$ cat config.mk
export PLATFORM = sky130hd
export DESIGN_NAME = wheel_speed_period_meter_core
export DESIGN_NICKNAME = d
export VERILOG_FILES = /design/src/sv/wspm_pkg.sv /design/src/sv/wspm_ctrl.sv /design/src/sv/wspm_dp.sv /design/src/sv/wheel_speed_period_meter_core.sv
export SDC_FILE = /design/constraint.sdc
export NUM_CORES = 1
export LEC_CHECK = 0
export BUFFER_PORTS_ARGS = -buffer_cell sky130_fd_sc_hd__buf_4
export CAP_MARGIN = 20
export CORE_MARGIN = 2
export CORE_UTILIZATION = 50
export DETAILED_ROUTE_END_ITERATION = 12
export GPL_TIMING_DRIVEN = 0
export PLACE_DENSITY = 0.69
export SYNTH_ARGS = -nofsm -noshare
export SYNTH_HDL_FRONTEND = slang
export SYNTH_SLANG_ARGS = --single-unit
$ cat constraint.sdc
create_clock -name clk -period 4.69 [get_ports clk]
set_clock_uncertainty 0.05 [all_clocks]
set_input_delay 1.407 -clock clk [delete_from_list [all_inputs] [get_ports clk]]
set_output_delay 1.407 -clock clk [all_outputs]
set_load 0.02 [all_outputs]
$ cat src/sv/wspm_pkg.sv
// Shared types and constants for the wheel speed period meter.
// No dependencies; imported by every module of the block.
package wspm_pkg;

    localparam int TIME_BITS_DEF  = 32;
    localparam int COUNT_BITS_DEF = 32;

    localparam int CIRC_BITS      = 12;
    localparam int MIN_PER_BITS   = 10;
    localparam int SPEED_BITS     = 16;
    localparam int STAMP_BITS     = 32;
    localparam int OUT_BITS       = 32;
    localparam int CFG_DATA_BITS  = 16;
    localparam int CFG_IDX_BITS   = 2;

    localparam int K_BITS         = 10;
    localparam logic [K_BITS-1:0] MS_PER_S = 10'd1000;
    localparam int NUM_BITS       = CIRC_BITS + K_BITS;
    localparam int STEP_BITS      = $clog2(NUM_BITS);

    localparam logic [SPEED_BITS-1:0]   SPEED_MAX    = 16'hFFFF;
    localparam logic [CIRC_BITS-1:0]    CIRC_RST     = 12'd2000;
    localparam logic [MIN_PER_BITS-1:0] MIN_PER_RST  = 10'd72;
    localparam logic [SPEED_BITS-1:0]   MIN_SPD_RST  = 16'd278;

    localparam logic OP_PULSE = 1'b0;
    localparam logic OP_READ  = 1'b1;

    typedef enum logic [CFG_IDX_BITS-1:0] {
        CFG_CIRC       = 2'd0,
        CFG_MIN_PERIOD = 2'd1,
        CFG_MIN_SPEED  = 2'd2,
        CFG_TRIP_EN    = 2'd3
    } cfg_idx_t;

    typedef enum logic [3:0] {
        S_IDLE = 4'b0001,
        S_LOAD = 4'b0010,
        S_DIV  = 4'b0100,
        S_DONE = 4'b1000
    } state_t;

    typedef struct packed {
        logic capture;
        logic div_init;
        logic div_step;
        logic commit;
    } cmd_t;

    typedef struct packed {
        logic div_skip;
    } sts_t;

endpackage

$ cat src/sv/wspm_ctrl.sv
// Controller FSM: request sequencing, divider step count, output valid.
// Depends on wspm_pkg.
module wspm_ctrl (
    input  logic            clk,
    input  logic            rst_n,
    input  logic            in_valid,
    output logic            in_ready,
    output logic            out_valid,
    input  logic            out_ready,
    input  wspm_pkg::sts_t  sts,
    output wspm_pkg::cmd_t  cmd
);
    import wspm_pkg::*;

    state_t                 state_reg, state_next;
    logic [STEP_BITS-1:0]   step_reg, step_next;
    logic                   out_valid_reg, out_valid_next;
    logic                   out_free;

    assign out_free  = !out_valid_reg || out_ready;
    assign in_ready  = (state_reg == S_IDLE);
    assign out_valid = out_valid_reg;

    always_comb
    begin
        state_next     = state_reg;
        step_next      = step_reg;
        out_valid_next = out_valid_reg;
        cmd            = '0;
        if (out_valid_reg && out_ready)
        begin
            out_valid_next = 1'b0;
        end
        case (state_reg)
            S_IDLE:
            begin
                if (in_valid)
                begin
                    cmd.capture = 1'b1;
                    state_next  = S_LOAD;
                end
            end
            S_LOAD:
            begin
                cmd.div_init = 1'b1;
                step_next    = '0;
                state_next   = sts.div_skip ? S_DONE : S_DIV;
            end
            S_DIV:
            begin
                cmd.div_step = 1'b1;
                step_next    = step_reg + STEP_BITS'(1);
                if (step_reg == STEP_BITS'(NUM_BITS - 1))
                begin
                    state_next = S_DONE;
                end
            end
            S_DONE:
            begin
                if (out_free)
                begin
                    cmd.commit     = 1'b1;
                    out_valid_next = 1'b1;
                    state_next     = S_IDLE;
                end
            end
            default:
            begin
                state_next = S_IDLE;
            end
        endcase
    end

    always_ff @(posedge clk or negedge rst_n)
    begin
        if (!rst_n)
        begin
            state_reg     <= S_IDLE;
            step_reg      <= '0;
            out_valid_reg <= 1'b0;
        end
        else
        begin
            state_reg     <= state_next;
            step_reg      <= step_next;
            out_valid_reg <= out_valid_next;
        end
    end

    // commit never overwrites an untaken result
    a_commit_free: assert property (@(posedge clk) disable iff (!rst_n)
        cmd.commit |-> (!out_valid_reg || out_ready))
        else $error("commit while output occupied");

    a_commit_valid: assert property (@(posedge clk) disable iff (!rst_n)
        cmd.commit |=> out_valid_reg)
        else $error("result not presented after commit");

    a_accept_load: assert property (@(posedge clk) disable iff (!rst_n)
        (in_valid && in_ready) |=> (state_reg == S_LOAD))
        else $error("accepted request not loaded");

    a_step_range: assert property (@(posedge clk) disable iff (!rst_n)
        (state_reg == S_DIV) |-> (step_reg < STEP_BITS'(NUM_BITS)))
        else $error("divider step count out of range");

endmodule

$ cat src/sv/wspm_dp.sv
// Datapath: config registers, meter state, restoring divider, result registers.
// Depends on wspm_pkg; driven by wspm_ctrl commands.
module wspm_dp #(
    parameter int TIME_BITS  = wspm_pkg::TIME_BITS_DEF,
    parameter int COUNT_BITS = wspm_pkg::COUNT_BITS_DEF
) (
    input  logic                                  clk,
    input  logic                                  rst_n,
    input  wspm_pkg::cmd_t                        cmd,
    output wspm_pkg::sts_t                        sts,
    input  logic                                  cfg_valid,
    output logic                                  cfg_ready,
    input  logic [wspm_pkg::CFG_IDX_BITS-1:0]     cfg_index,
    input  logic [wspm_pkg::CFG_DATA_BITS-1:0]    cfg_data,
    input  logic                                  op,
    input  logic [wspm_pkg::STAMP_BITS-1:0]       now_ms,
    input  logic                                  clear_moving_time,
    input  logic                                  clear_total_revs,
    input  logic                                  clear_trip_revs,
    output logic [wspm_pkg::SPEED_BITS-1:0]       speed_mmps,
    output logic [wspm_pkg::OUT_BITS-1:0]         trip_revs,
    output logic [wspm_pkg::OUT_BITS-1:0]         total_revs,
    output logic [wspm_pkg::OUT_BITS-1:0]         moving_time_ms,
    output logic                                  pulse_accepted
);
    import wspm_pkg::*;

    logic [CIRC_BITS-1:0]    circ_reg;
    logic [MIN_PER_BITS-1:0] min_per_reg;
    logic [SPEED_BITS-1:0]   min_spd_reg;
    logic                    trip_en_reg;

    logic [TIME_BITS-1:0]    last_pulse_reg, last_pulse_next;
    logic [SPEED_BITS-1:0]   last_speed_reg, last_speed_next;
    logic                    fresh_reg, fresh_next;
    logic [COUNT_BITS-1:0]   trip_reg, trip_next;
    logic [COUNT_BITS-1:0]   total_reg, total_next;
    logic [TIME_BITS-1:0]    moving_reg, moving_next;

    logic                    op_reg;
    logic [TIME_BITS-1:0]    now_reg;
    logic                    clr_mov_reg, clr_tot_reg, clr_trip_reg;

    logic [TIME_BITS-1:0]    delta_reg, delta_calc;
    logic [63:0]             delta_wide;
    logic                    div_zero_reg, div_big_reg;
    logic                    div_zero_calc, div_big_calc;
    logic [NUM_BITS-1:0]     dvsr_reg;
    logic [NUM_BITS-1:0]     quo_reg;
    logic [NUM_BITS-1:0]     rem_reg;
    logic [NUM_BITS:0]       rem_shift, rem_diff;
    logic [NUM_BITS-1:0]     num_calc;

    logic [SPEED_BITS-1:0]   q_speed, read_low, read_speed;
    logic                    is_pulse, pulse_ok;

    logic [SPEED_BITS-1:0]   speed_out_reg;
    logic [OUT_BITS-1:0]     trip_out_reg, total_out_reg, moving_out_reg;
    logic                    acc_out_reg;

    assign cfg_ready = 1'b1;

    always_ff @(posedge clk or negedge rst_n)
    begin
        if (!rst_n)
        begin
            circ_reg    <= CIRC_RST;
            min_per_reg <= MIN_PER_RST;
            min_spd_reg <= MIN_SPD_RST;
            trip_en_reg <= 1'b0;
        end
        else if (cfg_valid)
        begin
            case (cfg_idx_t'(cfg_index))
                CFG_CIRC:       circ_reg    <= cfg_data[CIRC_BITS-1:0];
                CFG_MIN_PERIOD: min_per_reg <= cfg_data[MIN_PER_BITS-1:0];
                CFG_MIN_SPEED:  min_spd_reg <= cfg_data[SPEED_BITS-1:0];
                CFG_TRIP_EN:    trip_en_reg <= cfg_data[0];
                default:        trip_en_reg <= trip_en_reg;
            endcase
        end
    end

    always_ff @(posedge clk)
    begin
        if (cmd.capture)
        begin
            op_reg       <= op;
            now_reg      <= TIME_BITS'(now_ms);
            clr_mov_reg  <= clear_moving_time;
            clr_tot_reg  <= clear_total_revs;
            clr_trip_reg <= clear_trip_revs;
        end
    end

    // period and numerator, then one quotient bit per cycle
    assign delta_calc    = now_reg - last_pulse_reg;
    assign delta_wide    = 64'(delta_calc);
    assign div_zero_calc = (delta_calc == '0);
    assign div_big_calc  = |delta_wide[63:NUM_BITS];
    assign num_calc      = NUM_BITS'(circ_reg) * NUM_BITS'(MS_PER_S);
    assign sts.div_skip  = div_zero_calc || div_big_calc;

    assign rem_shift = {rem_reg, quo_reg[NUM_BITS-1]};
    assign rem_diff  = rem_shift - {1'b0, dvsr_reg};

    always_ff @(posedge clk)
    begin
        if (cmd.div_init)
        begin
            delta_reg    <= delta_calc;
            div_zero_reg <= div_zero_calc;
            div_big_reg  <= div_big_calc;
            dvsr_reg     <= delta_wide[NUM_BITS-1:0];
            quo_reg      <= num_calc;
            rem_reg      <= '0;
        end
        else if (cmd.div_step)
        begin
            if (!rem_diff[NUM_BITS])
            begin
                rem_reg <= rem_diff[NUM_BITS-1:0];
                quo_reg <= {quo_reg[NUM_BITS-2:0], 1'b1};
            end
            else
            begin
                rem_reg <= rem_shift[NUM_BITS-1:0];
                quo_reg <= {quo_reg[NUM_BITS-2:0], 1'b0};
            end
        end
    end

    always_comb
    begin
        if (div_zero_reg)
        begin
            q_speed = SPEED_MAX;
        end
        else if (div_big_reg)
        begin
            q_speed = '0;
        end
        else if (|quo_reg[NUM_BITS-1:SPEED_BITS])
        begin
            q_speed = SPEED_MAX;
        end
        else
        begin
            q_speed = quo_reg[SPEED_BITS-1:0];
        end
    end

    assign is_pulse   = (op_reg == OP_PULSE);
    assign pulse_ok   = is_pulse && (delta_reg >= TIME_BITS'(min_per_reg));
    assign read_low   = (fresh_reg || (last_speed_reg <= q_speed)) ? last_speed_reg : q_speed;
    assign read_speed = (read_low < min_spd_reg) ? '0 : read_low;

    always_comb
    begin
        last_pulse_next = last_pulse_reg;
        last_speed_next = last_speed_reg;
        fresh_next      = fresh_reg;
        trip_next       = trip_reg;
        total_next      = total_reg;
        moving_next     = moving_reg;
        if (cmd.commit)
        begin
            if (is_pulse)
            begin
                if (pulse_ok)
                begin
                    total_next      = total_reg + COUNT_BITS'(1);
                    trip_next       = trip_en_reg ? trip_reg + COUNT_BITS'(1) : trip_reg;
                    last_speed_next = q_speed;
                    moving_next     = (q_speed >= min_spd_reg) ? moving_reg + delta_reg
                                                               : moving_reg;
                    last_pulse_next = now_reg;
                    fresh_next      = 1'b1;
                end
            end
            else
            begin
                fresh_next  = 1'b0;
                moving_next = clr_mov_reg  ? '0 : moving_reg;
                total_next  = clr_tot_reg  ? '0 : total_reg;
                trip_next   = clr_trip_reg ? '0 : trip_reg;
            end
        end
    end

    always_ff @(posedge clk or negedge rst_n)
    begin
        if (!rst_n)
        begin
            last_pulse_reg <= '0;
            last_speed_reg <= '0;
            fresh_reg      <= 1'b0;
            trip_reg       <= '0;
            total_reg      <= '0;
            moving_reg     <= '0;
        end
        else
        begin
            last_pulse_reg <= last_pulse_next;
            last_speed_reg <= last_speed_next;
            fresh_reg      <= fresh_next;
            trip_reg       <= trip_next;
            total_reg      <= total_next;
            moving_reg     <= moving_next;
        end
    end

    // pulses report counts after update, reads before clear
    always_ff @(posedge clk)
    begin
        if (cmd.commit)
        begin
            if (is_pulse)
            begin
                speed_out_reg  <= pulse_ok ? q_speed : last_speed_reg;
                trip_out_reg   <= OUT_BITS'(trip_next);
                total_out_reg  <= OUT_BITS'(total_next);
                moving_out_reg <= OUT_BITS'(moving_next);
            end
            else
            begin
                speed_out_reg  <= read_speed;
                trip_out_reg   <= OUT_BITS'(trip_reg);
                total_out_reg  <= OUT_BITS'(total_reg);
                moving_out_reg <= OUT_BITS'(moving_reg);
            end
            acc_out_reg <= pulse_ok;
        end
    end

    assign speed_mmps     = speed_out_reg;
    assign trip_revs      = trip_out_reg;
    assign total_revs     = total_out_reg;
    assign moving_time_ms = moving_out_reg;
    assign pulse_accepted = acc_out_reg;

    a_read_clears_fresh: assert property (@(posedge clk) disable iff (!rst_n)
        (cmd.commit && !is_pulse) |=> !fresh_reg)
        else $error("read left fresh flag set");

    a_reject_holds: assert property (@(posedge clk) disable iff (!rst_n)
        (cmd.commit && is_pulse && !pulse_ok) |=> $stable(total_reg) && $stable(last_pulse_reg))
        else $error("rejected pulse changed state");

    a_accept_counts: assert property (@(posedge clk) disable iff (!rst_n)
        (cmd.commit && pulse_ok) |=> (total_reg == $past(total_reg) + COUNT_BITS'(1)))
        else $error("accepted pulse not counted");

endmodule

$ cat src/sv/wheel_speed_period_meter_core.sv
// Wheel speed period meter, top level: wspm_ctrl sequences wspm_dp.
// Flow: S_IDLE captures the request, S_LOAD loads the divider, S_DIV runs the 22-step
// restoring divider (skipped when the period is 0 or at least 2^22 ms), S_DONE commits.
// S_DONE waits for a free output register; requests are taken only in S_IDLE, so the next
// request is taken while a result waits in the output register.
// Reset: asynchronous active-low; clears counters, state and output valid,
// config registers return to their defaults.
module wheel_speed_period_meter_core #(
    parameter int TIME_BITS  = wspm_pkg::TIME_BITS_DEF,
    parameter int COUNT_BITS = wspm_pkg::COUNT_BITS_DEF
) (
    input  logic                                  clk,
    input  logic                                  rst_n,
    input  logic                                  cfg_valid,
    output logic                                  cfg_ready,
    input  logic [wspm_pkg::CFG_IDX_BITS-1:0]     cfg_index,
    input  logic [wspm_pkg::CFG_DATA_BITS-1:0]    cfg_data,
    input  logic                                  in_valid,
    output logic                                  in_ready,
    input  logic                                  op,
    input  logic [wspm_pkg::STAMP_BITS-1:0]       now_ms,
    input  logic                                  clear_moving_time,
    input  logic                                  clear_total_revs,
    input  logic                                  clear_trip_revs,
    output logic                                  out_valid,
    input  logic                                  out_ready,
    output logic [wspm_pkg::SPEED_BITS-1:0]       speed_mmps,
    output logic [wspm_pkg::OUT_BITS-1:0]         trip_revs,
    output logic [wspm_pkg::OUT_BITS-1:0]         total_revs,
    output logic [wspm_pkg::OUT_BITS-1:0]         moving_time_ms,
    output logic                                  pulse_accepted
);
    import wspm_pkg::*;

    cmd_t cmd;
    sts_t sts;

    wspm_ctrl u_ctrl (
        .clk       (clk),
        .rst_n     (rst_n),
        .in_valid  (in_valid),
        .in_ready  (in_ready),
        .out_valid (out_valid),
        .out_ready (out_ready),
        .sts       (sts),
        .cmd       (cmd)
    );

    wspm_dp #(
        .TIME_BITS  (TIME_BITS),
        .COUNT_BITS (COUNT_BITS)
    ) u_dp (
        .clk               (clk),
        .rst_n             (rst_n),
        .cmd               (cmd),
        .sts               (sts),
        .cfg_valid         (cfg_valid),
        .cfg_ready         (cfg_ready),
        .cfg_index         (cfg_index),
        .cfg_data          (cfg_data),
        .op                (op),
        .now_ms            (now_ms),
        .clear_moving_time (clear_moving_time),
        .clear_total_revs  (clear_total_revs),
        .clear_trip_revs   (clear_trip_revs),
        .speed_mmps        (speed_mmps),
        .trip_revs         (trip_revs),
        .total_revs        (total_revs),
        .moving_time_ms    (moving_time_ms),
        .pulse_accepted    (pulse_accepted)
    );

endmodule

=== Yosys cells after proc, flatten, opt, wreduce, memory -nomap -nowiden ===
Index checks and enable logic that the tools add are counted.

* Bits of input ports: 59
* Register bits after elaboration: 443
* Word-level logic and storage cells: 119
* Output and inout bits: 116

* Add/subtract/negate cells: 6
* Bitwise gates (word level): 1
* Muxes and demuxes: 45
* Magnitude comparators: 4
* $mul: 1
* Reductions and logical operators: 21
* Equal/unequal tests: 11

{| class="wikitable"
|+ Operators with widths
! operator !! count
|-
| two-way mux 32 bit || 17
|-
| two-way mux 16 bit || 7
|-
| two-way mux 22 bit || 3
|-
| adder 32 x 1 -> 32 bit, second input constant || 2
|-
| adder 32 bit || 1
|-
| greater-or-equal comparator 32 x 10 -> 1 bit || 1
|-
| zero test 32 bit || 1
|-
| subtractor 32 bit || 1
|-
| subtractor 23 x 22 -> 23 bit || 1
|-
| multiplier 12 x 7 -> 19 bit, second input constant || 1
|-
| greater-or-equal comparator 16 bit || 1
|-
| less-or-equal comparator 16 bit || 1
|-
| less-than comparator 16 bit || 1
|-
| two-way mux 4 bit || 4
|-
| case mux 4 bit (4 select lines) || 1
|-
| two-way mux 1 bit || 12
|-
| AND reduction 2 bit || 6
|-
| case mux 5 bit (2 select lines) || 1
|-
| OR reduction 10 bit || 1
|-
| AND reduction 3 bit || 2
|-
| nonzero test 2 bit || 3
|-
| OR reduction 6 bit || 1
|-
| adder 5 x 1 -> 5 bit, second input constant || 1
|-
| == test 5 bit, second input constant || 1
|-
| 13 further kinds || 18
|}

=== Longest topological paths before layout ===
* Depth after elaboration: 10
* Mapped depth: 24
* Gate-level depth less buffers: 22

=== By module ===
From an unflattened synthesis, not the netlist that was laid out.

* Cells, all modules: 2,528
* Area total of the unflattened synthesis: 25,120.3 um2

{| class="wikitable"
|+ Modules (own cells, without submodules)
! module !! area each (um2) !! sequential area each (um2) !! instances !! cells each
|-
| wspm_dp || 24,582.3 || 11,185.7 || 1 || 2,478
|-
| wspm_ctrl || 538.0 || 251.5 || 1 || 50
|}

=== Worst setup path before layout ===
No wires, ideal clock.

* Path type: input -> register
* From: input out_ready
* To: register u_dp.total_reg[16]
* Stages: 6
* Path buffers: 2
* Slack: -1.162 ns
* Data required time: 4.322 ns
* Arrival time: 5.485 ns
* Setup time: 0.318 ns
* Path through: nand2b_1 nand3_1 clkinv_1 clkbuf_1 clkbuf_1 a31oi_1

{| class="wikitable"
|+ RTL lines
! item !! RTL line !! RTL
|-
| start: declaration || wheel_speed_period_meter_core.sv:26 || <nowiki>input logic out_ready,</nowiki>
|-
| end signal: assignment || wspm_dp.sv:208 || <nowiki>total_reg <= total_next;</nowiki>
|-
| end: declaration || wspm_dp.sv:37 || <nowiki>logic [COUNT_BITS-1:0] total_reg, total_next;</nowiki>
|}

=== Worst setup path after layout ===
* From: register u_dp.quo_reg[21]
* To: register u_dp.speed_out_reg[3] (netlist: u_dp.speed_mmps[3]), data pin

* Longest elaborated chain between the ends: 10
* Elaborated cells between the ends (all ways): 11
* Those cells by class: order compare (2); mux (7); reduce/logical (2)

{| class="wikitable"
|+ RTL lines
! item !! RTL line !! RTL
|-
| start: declaration || wspm_dp.sv:49 || <nowiki>logic [NUM_BITS-1:0] quo_reg;</nowiki>
|-
| start signal: assignment || wspm_dp.sv:115 || <nowiki>quo_reg <= num_calc;</nowiki>
|-
| start signal: assignment || wspm_dp.sv:123 || <nowiki>quo_reg <= {quo_reg[NUM_BITS-2:0], 1'b1};</nowiki>
|-
| start signal: assignment || wspm_dp.sv:128 || <nowiki>quo_reg <= {quo_reg[NUM_BITS-2:0], 1'b0};</nowiki>
|-
| OR reduction 6 bit * || wspm_dp.sv:143 || <nowiki>else if (|quo_reg[NUM_BITS-1:SPEED_BITS])</nowiki>
|-
| two-way mux 16 bit * || wspm_dp.sv:143 ||
|-
| two-way mux 16 bit * || wspm_dp.sv:139 || <nowiki>else if (div_big_reg)</nowiki>
|-
| two-way mux 16 bit * || wspm_dp.sv:135 || <nowiki>if (div_zero_reg)</nowiki>
|-
| less-or-equal comparator 16 bit || wspm_dp.sv:155 || <nowiki>assign read_low = (fresh_reg || (last_speed_reg <= q_speed)) ? last_speed_reg : q_speed;</nowiki>
|-
| logical OR 1 bit || wspm_dp.sv:155 ||
|-
| two-way mux 16 bit || wspm_dp.sv:155 ||
|-
| less-than comparator 16 bit || wspm_dp.sv:156 || <nowiki>assign read_speed = (read_low < min_spd_reg) ? '0 : read_low;</nowiki>
|-
| two-way mux 16 bit || wspm_dp.sv:156 ||
|-
| two-way mux 16 bit * || wspm_dp.sv:218 || <nowiki>if (is_pulse)</nowiki>
|-
| end signal: assignment || wspm_dp.sv:220 || <nowiki>speed_out_reg <= pulse_ok ? q_speed : last_speed_reg;</nowiki>
|-
| end signal: assignment || wspm_dp.sv:227 || <nowiki>speed_out_reg <= read_speed;</nowiki>
|-
| end: declaration || wspm_dp.sv:57 || <nowiki>logic [SPEED_BITS-1:0] speed_out_reg;</nowiki>
|}

Mark *: on every way between the ends. The rest lies on a longest branch, timed or not.
A chain may end at the register's enable or synchronous reset.

==> impl_metrics.py <==
metrics = {
    "floorplan": {
        "start_util": 0.508,
        "die_area_um2": 53000,
        "rows": 82,
        "floorplan.die.width_um": 230,
        "ios": 175,
        "fp.dieH_um": 230,
        "core_um2": 50400,
    },
    "sta": {
        "hold_slack_ns": 0.443,
        "slew_violations": 0,
        "hold_viol": 0,
        "relSlewSlack": 0.257,
        "postLayoutSetupSlackWorst_ns": -0.173,
        "worst_pin_slew_ns": 1.10,
        "setup_viol": 16,
        "post-route-period-util": 1.04,
        "rsz0062_at_grt": "yes",
        "max_freq_mhz": 206,
        "min_period_ns": 4.86,
        "fin_tns_setup_ns": -2.30,
    },
    "global_route": {
        "grt_overflow": 0,
        "grt_pass1_wl_mm": 110,
        "grt_usage": 0.262,
        "grt_max_degree": 123,
        "antenna_found_initial": 3,
        "first_global_vias": 20454,
    },
    "power": {
        "power_per_cell_area_nw_per_um2": 617,
        "leakage_nw": 13.4,
        "irDropWorstVdd_uv": 629,
    },
    "min_path": {
        "hold_class": "reg -> reg",
    },
    "drt": {
        "drt_iter0_drc": 1683,
        "wirelength_mm": 69.9,
        "firstDrtPassIters": 5,
        "drc_errors": 0,
        "vias": 20775,
        "wl_per_cell_um": 19.6,
        "via_per_inst": 5.81,
        "ant_nets": 0,
    },
    "layout": {
        "drive_gt1_frac": 0.173,
        "layout_commonest_cell": "nand2_1",
        "mostFrequentLayoutCells": "nand2_1 (357), buf_4 (220), edfxtp_1 (202), o21ai_0 (189), ha_1 (180)",
        "final_nets": 3154,
        "area_delta_synth_final_pct": 18.2,
        "n_antenna_cell": 0,
        "fin_util": 0.600,
    },
    "placed_design": {
        "gp_congestion": 0.955,
        "dp_hpwl_mm": 51.7,
        "dp_slack_ns": -1.44,
        "portBuffers": 173,
    },
    "synth": {
        "yosysTopAreaCellShare": 0.237,
        "netlist_instances": 2593,
        "ys_top_cells_by_area": "edfxtp_1 (24%), dfrtp_1 (18%), ha_1 (9.3%)",
        "synthFlopType": "edfxtp_1",
        "yosysWarnings": 0,
        "postSynth.asyncResetShare": 0.461,
        "synth_seq_cells": 421,
        "synth_top_cell_by_area": "edfxtp_1",
        "synth_cell_types": 98,
        "synthesis.nets": 2883,
        "ys_seq_area_frac": 0.447,
        "synth.cell_area_um2": 25600,
        "synth_edf_count": 202,
        "avgSynthCellArea_um2": 9.87,
    },
    "setup_path": {
        "crit_arrival_ns": 5.11,
        "worstSetupEndpointType": "register",
        "path_class": "reg -> reg",
        "start_kind": "register",
        "worstPathRequired_ns": 4.94,
        "crit_fanout": 6,
    },
    "clocking": {
        "path_clk_slew_ns": 0.06,
        "cts_tree": "done",
        "clockRootBuffer": "clkbuf_16",
        "ctsHtreeMaxLevel": 2,
        "cts-hold-fix-buffers": 0,
        "cts_buffer_depth": 3,
        "cts_buffers": 45,
        "clock_sinks": 421,
        "clock_latency_ns": 0.62,
    },
    "job": {
        "drv_cap": 0,
    },
    "run_status": {
        "status": "finished, violations left",
        "violations": "setup timing",
    },
}
report_power, final:
group | internal (mW) | switching [mW]
sequential | 4.69 | 0.497
combinational | 4.28 | 5.52
clock | 2.12 | 1.56
critical path, stage by stage, from the launching register on:
cell	delay, ns
edfxtp_1	0.43
nor4_4	0.32
nand2_1	0.10
buf_6	0.15
nor2_4	0.11
nor2_2	0.05
nor2_2	0.16
ha_1	0.28
nor2b_4	0.13
o21a_1	0.17
o21ai_1	0.12
a21oi_1	0.08
o31a_1	0.26
o21ai_2	0.22
clkbuf_8	0.20
buf_4	0.12
o21a_1	0.15
inv_1	0.08
ha_1	0.30
and4_1	0.17
a21oi_1	0.16
o211ai_1	0.14
a22oi_2	0.32
buf_6	0.19
o22ai_1	0.10
metrics by stage:
stage	cell area [µm²]	power, mW	cells
after floorplan	25600	11.5	2593
after global placement	27700	13.5	3438
after detailed placement	27800	13.7	3442
after CTS	29800	17.9	3550
after global routing	30200	20.0	3573
final	30200	18.7	3573
synthesized netlist by cell type (all sizes together), types with 5 or more instances:
library cell,instances
a211o,7
a211oi,14
a21boi,8
a21o,54
a21oi,135
a22o,16
a31oi,48
a41oi,5
and2,22
and3,27
and4,13
buf,23
clkbuf,67
dfrtp,181
dfstp,13
dfxtp,25
edfxtp,202
fa,41
ha,190
inv,169
mux2,45
mux2i,26
nand2,357
nand2b,23
nand3,58
nand3b,6
nand4,36
nor2,180
nor2b,19
nor3,33
nor3b,7
nor4,20
o211ai,14
o21a,45
o21ai,205
o21bai,10
o22ai,21
o31a,5
o31ai,15
or2,10
or3,11
xnor2,72
xor2,56
cell type report:
type | instances | area (µm²)
Clock buffer | 60 | 1210
Inverter | 171 | 642
Clock inverter | 24 | 310
Tap cell | 672 | 841
Buffer | 89 | 469
Sequential cell | 421 | 11400
Fill cell | 4198 | 20100
Multi-Input combinational cell | 1911 | 13600
Timing Repair Buffer | 225 | 1770
kinds of logic after synthesis:
| group | synth area share |
|---|---|
| and+or+nand+nor | 0.151 |
| AOI/OAI and AO/OA | 0.162 |
| DFF | 0.447 |
| buffers and inverters | 0.0410 |
| adders and majority gates | 0.125 |
| xor gates and xnor gates | 0.0438 |
| muxes | 0.0300 |
| other | 0.000147 |
metal layers:
metal	part of all wire	vias up	wire, µm	track usage
met2	0.46	685	32400	0.426
met4	0.040	2	2780	0.106
met5	0.00016	-	11	0
met3	0.062	158	4370	0.0347
li1	-	9833	-	-
met1	0.43	10097	30400	0.355
worst paths after layout:
check	start	end	slack [ns]	cells past startpoint
max	u_dp.quo_reg[21]$_DFFE_PP_	u_dp.speed_mmps[3]$_DFFE_PP_	-0.17	24
max reg2reg	u_dp.quo_reg[21]$_DFFE_PP_	u_dp.speed_mmps[3]$_DFFE_PP_	-0.17	24
min in group asynchronous	rst_n	u_dp.last_speed_reg[10]$_DFFE_PN0P_	0.76	1
min	u_dp.rem_reg[2]$_SDFFE_PP0P_	u_dp.rem_reg[2]$_SDFFE_PP0P_	0.44	2
max in group asynchronous	rst_n	u_dp.moving_reg[16]$_DFF_PN0_	2.76	2
min reg2reg	u_dp.rem_reg[2]$_SDFFE_PP0P_	u_dp.rem_reg[2]$_SDFFE_PP0P_	0.44	2
repair_timing:
item / CTS / global route
gates resized for setup: 77 / 63
endpoints found under the setup margin: 83 / 78
cloned: 1 / 0
pin swaps: 25 / 35
setup buffers: 24 / 23
No activity file was read; power rests on OpenSTA's default activity.
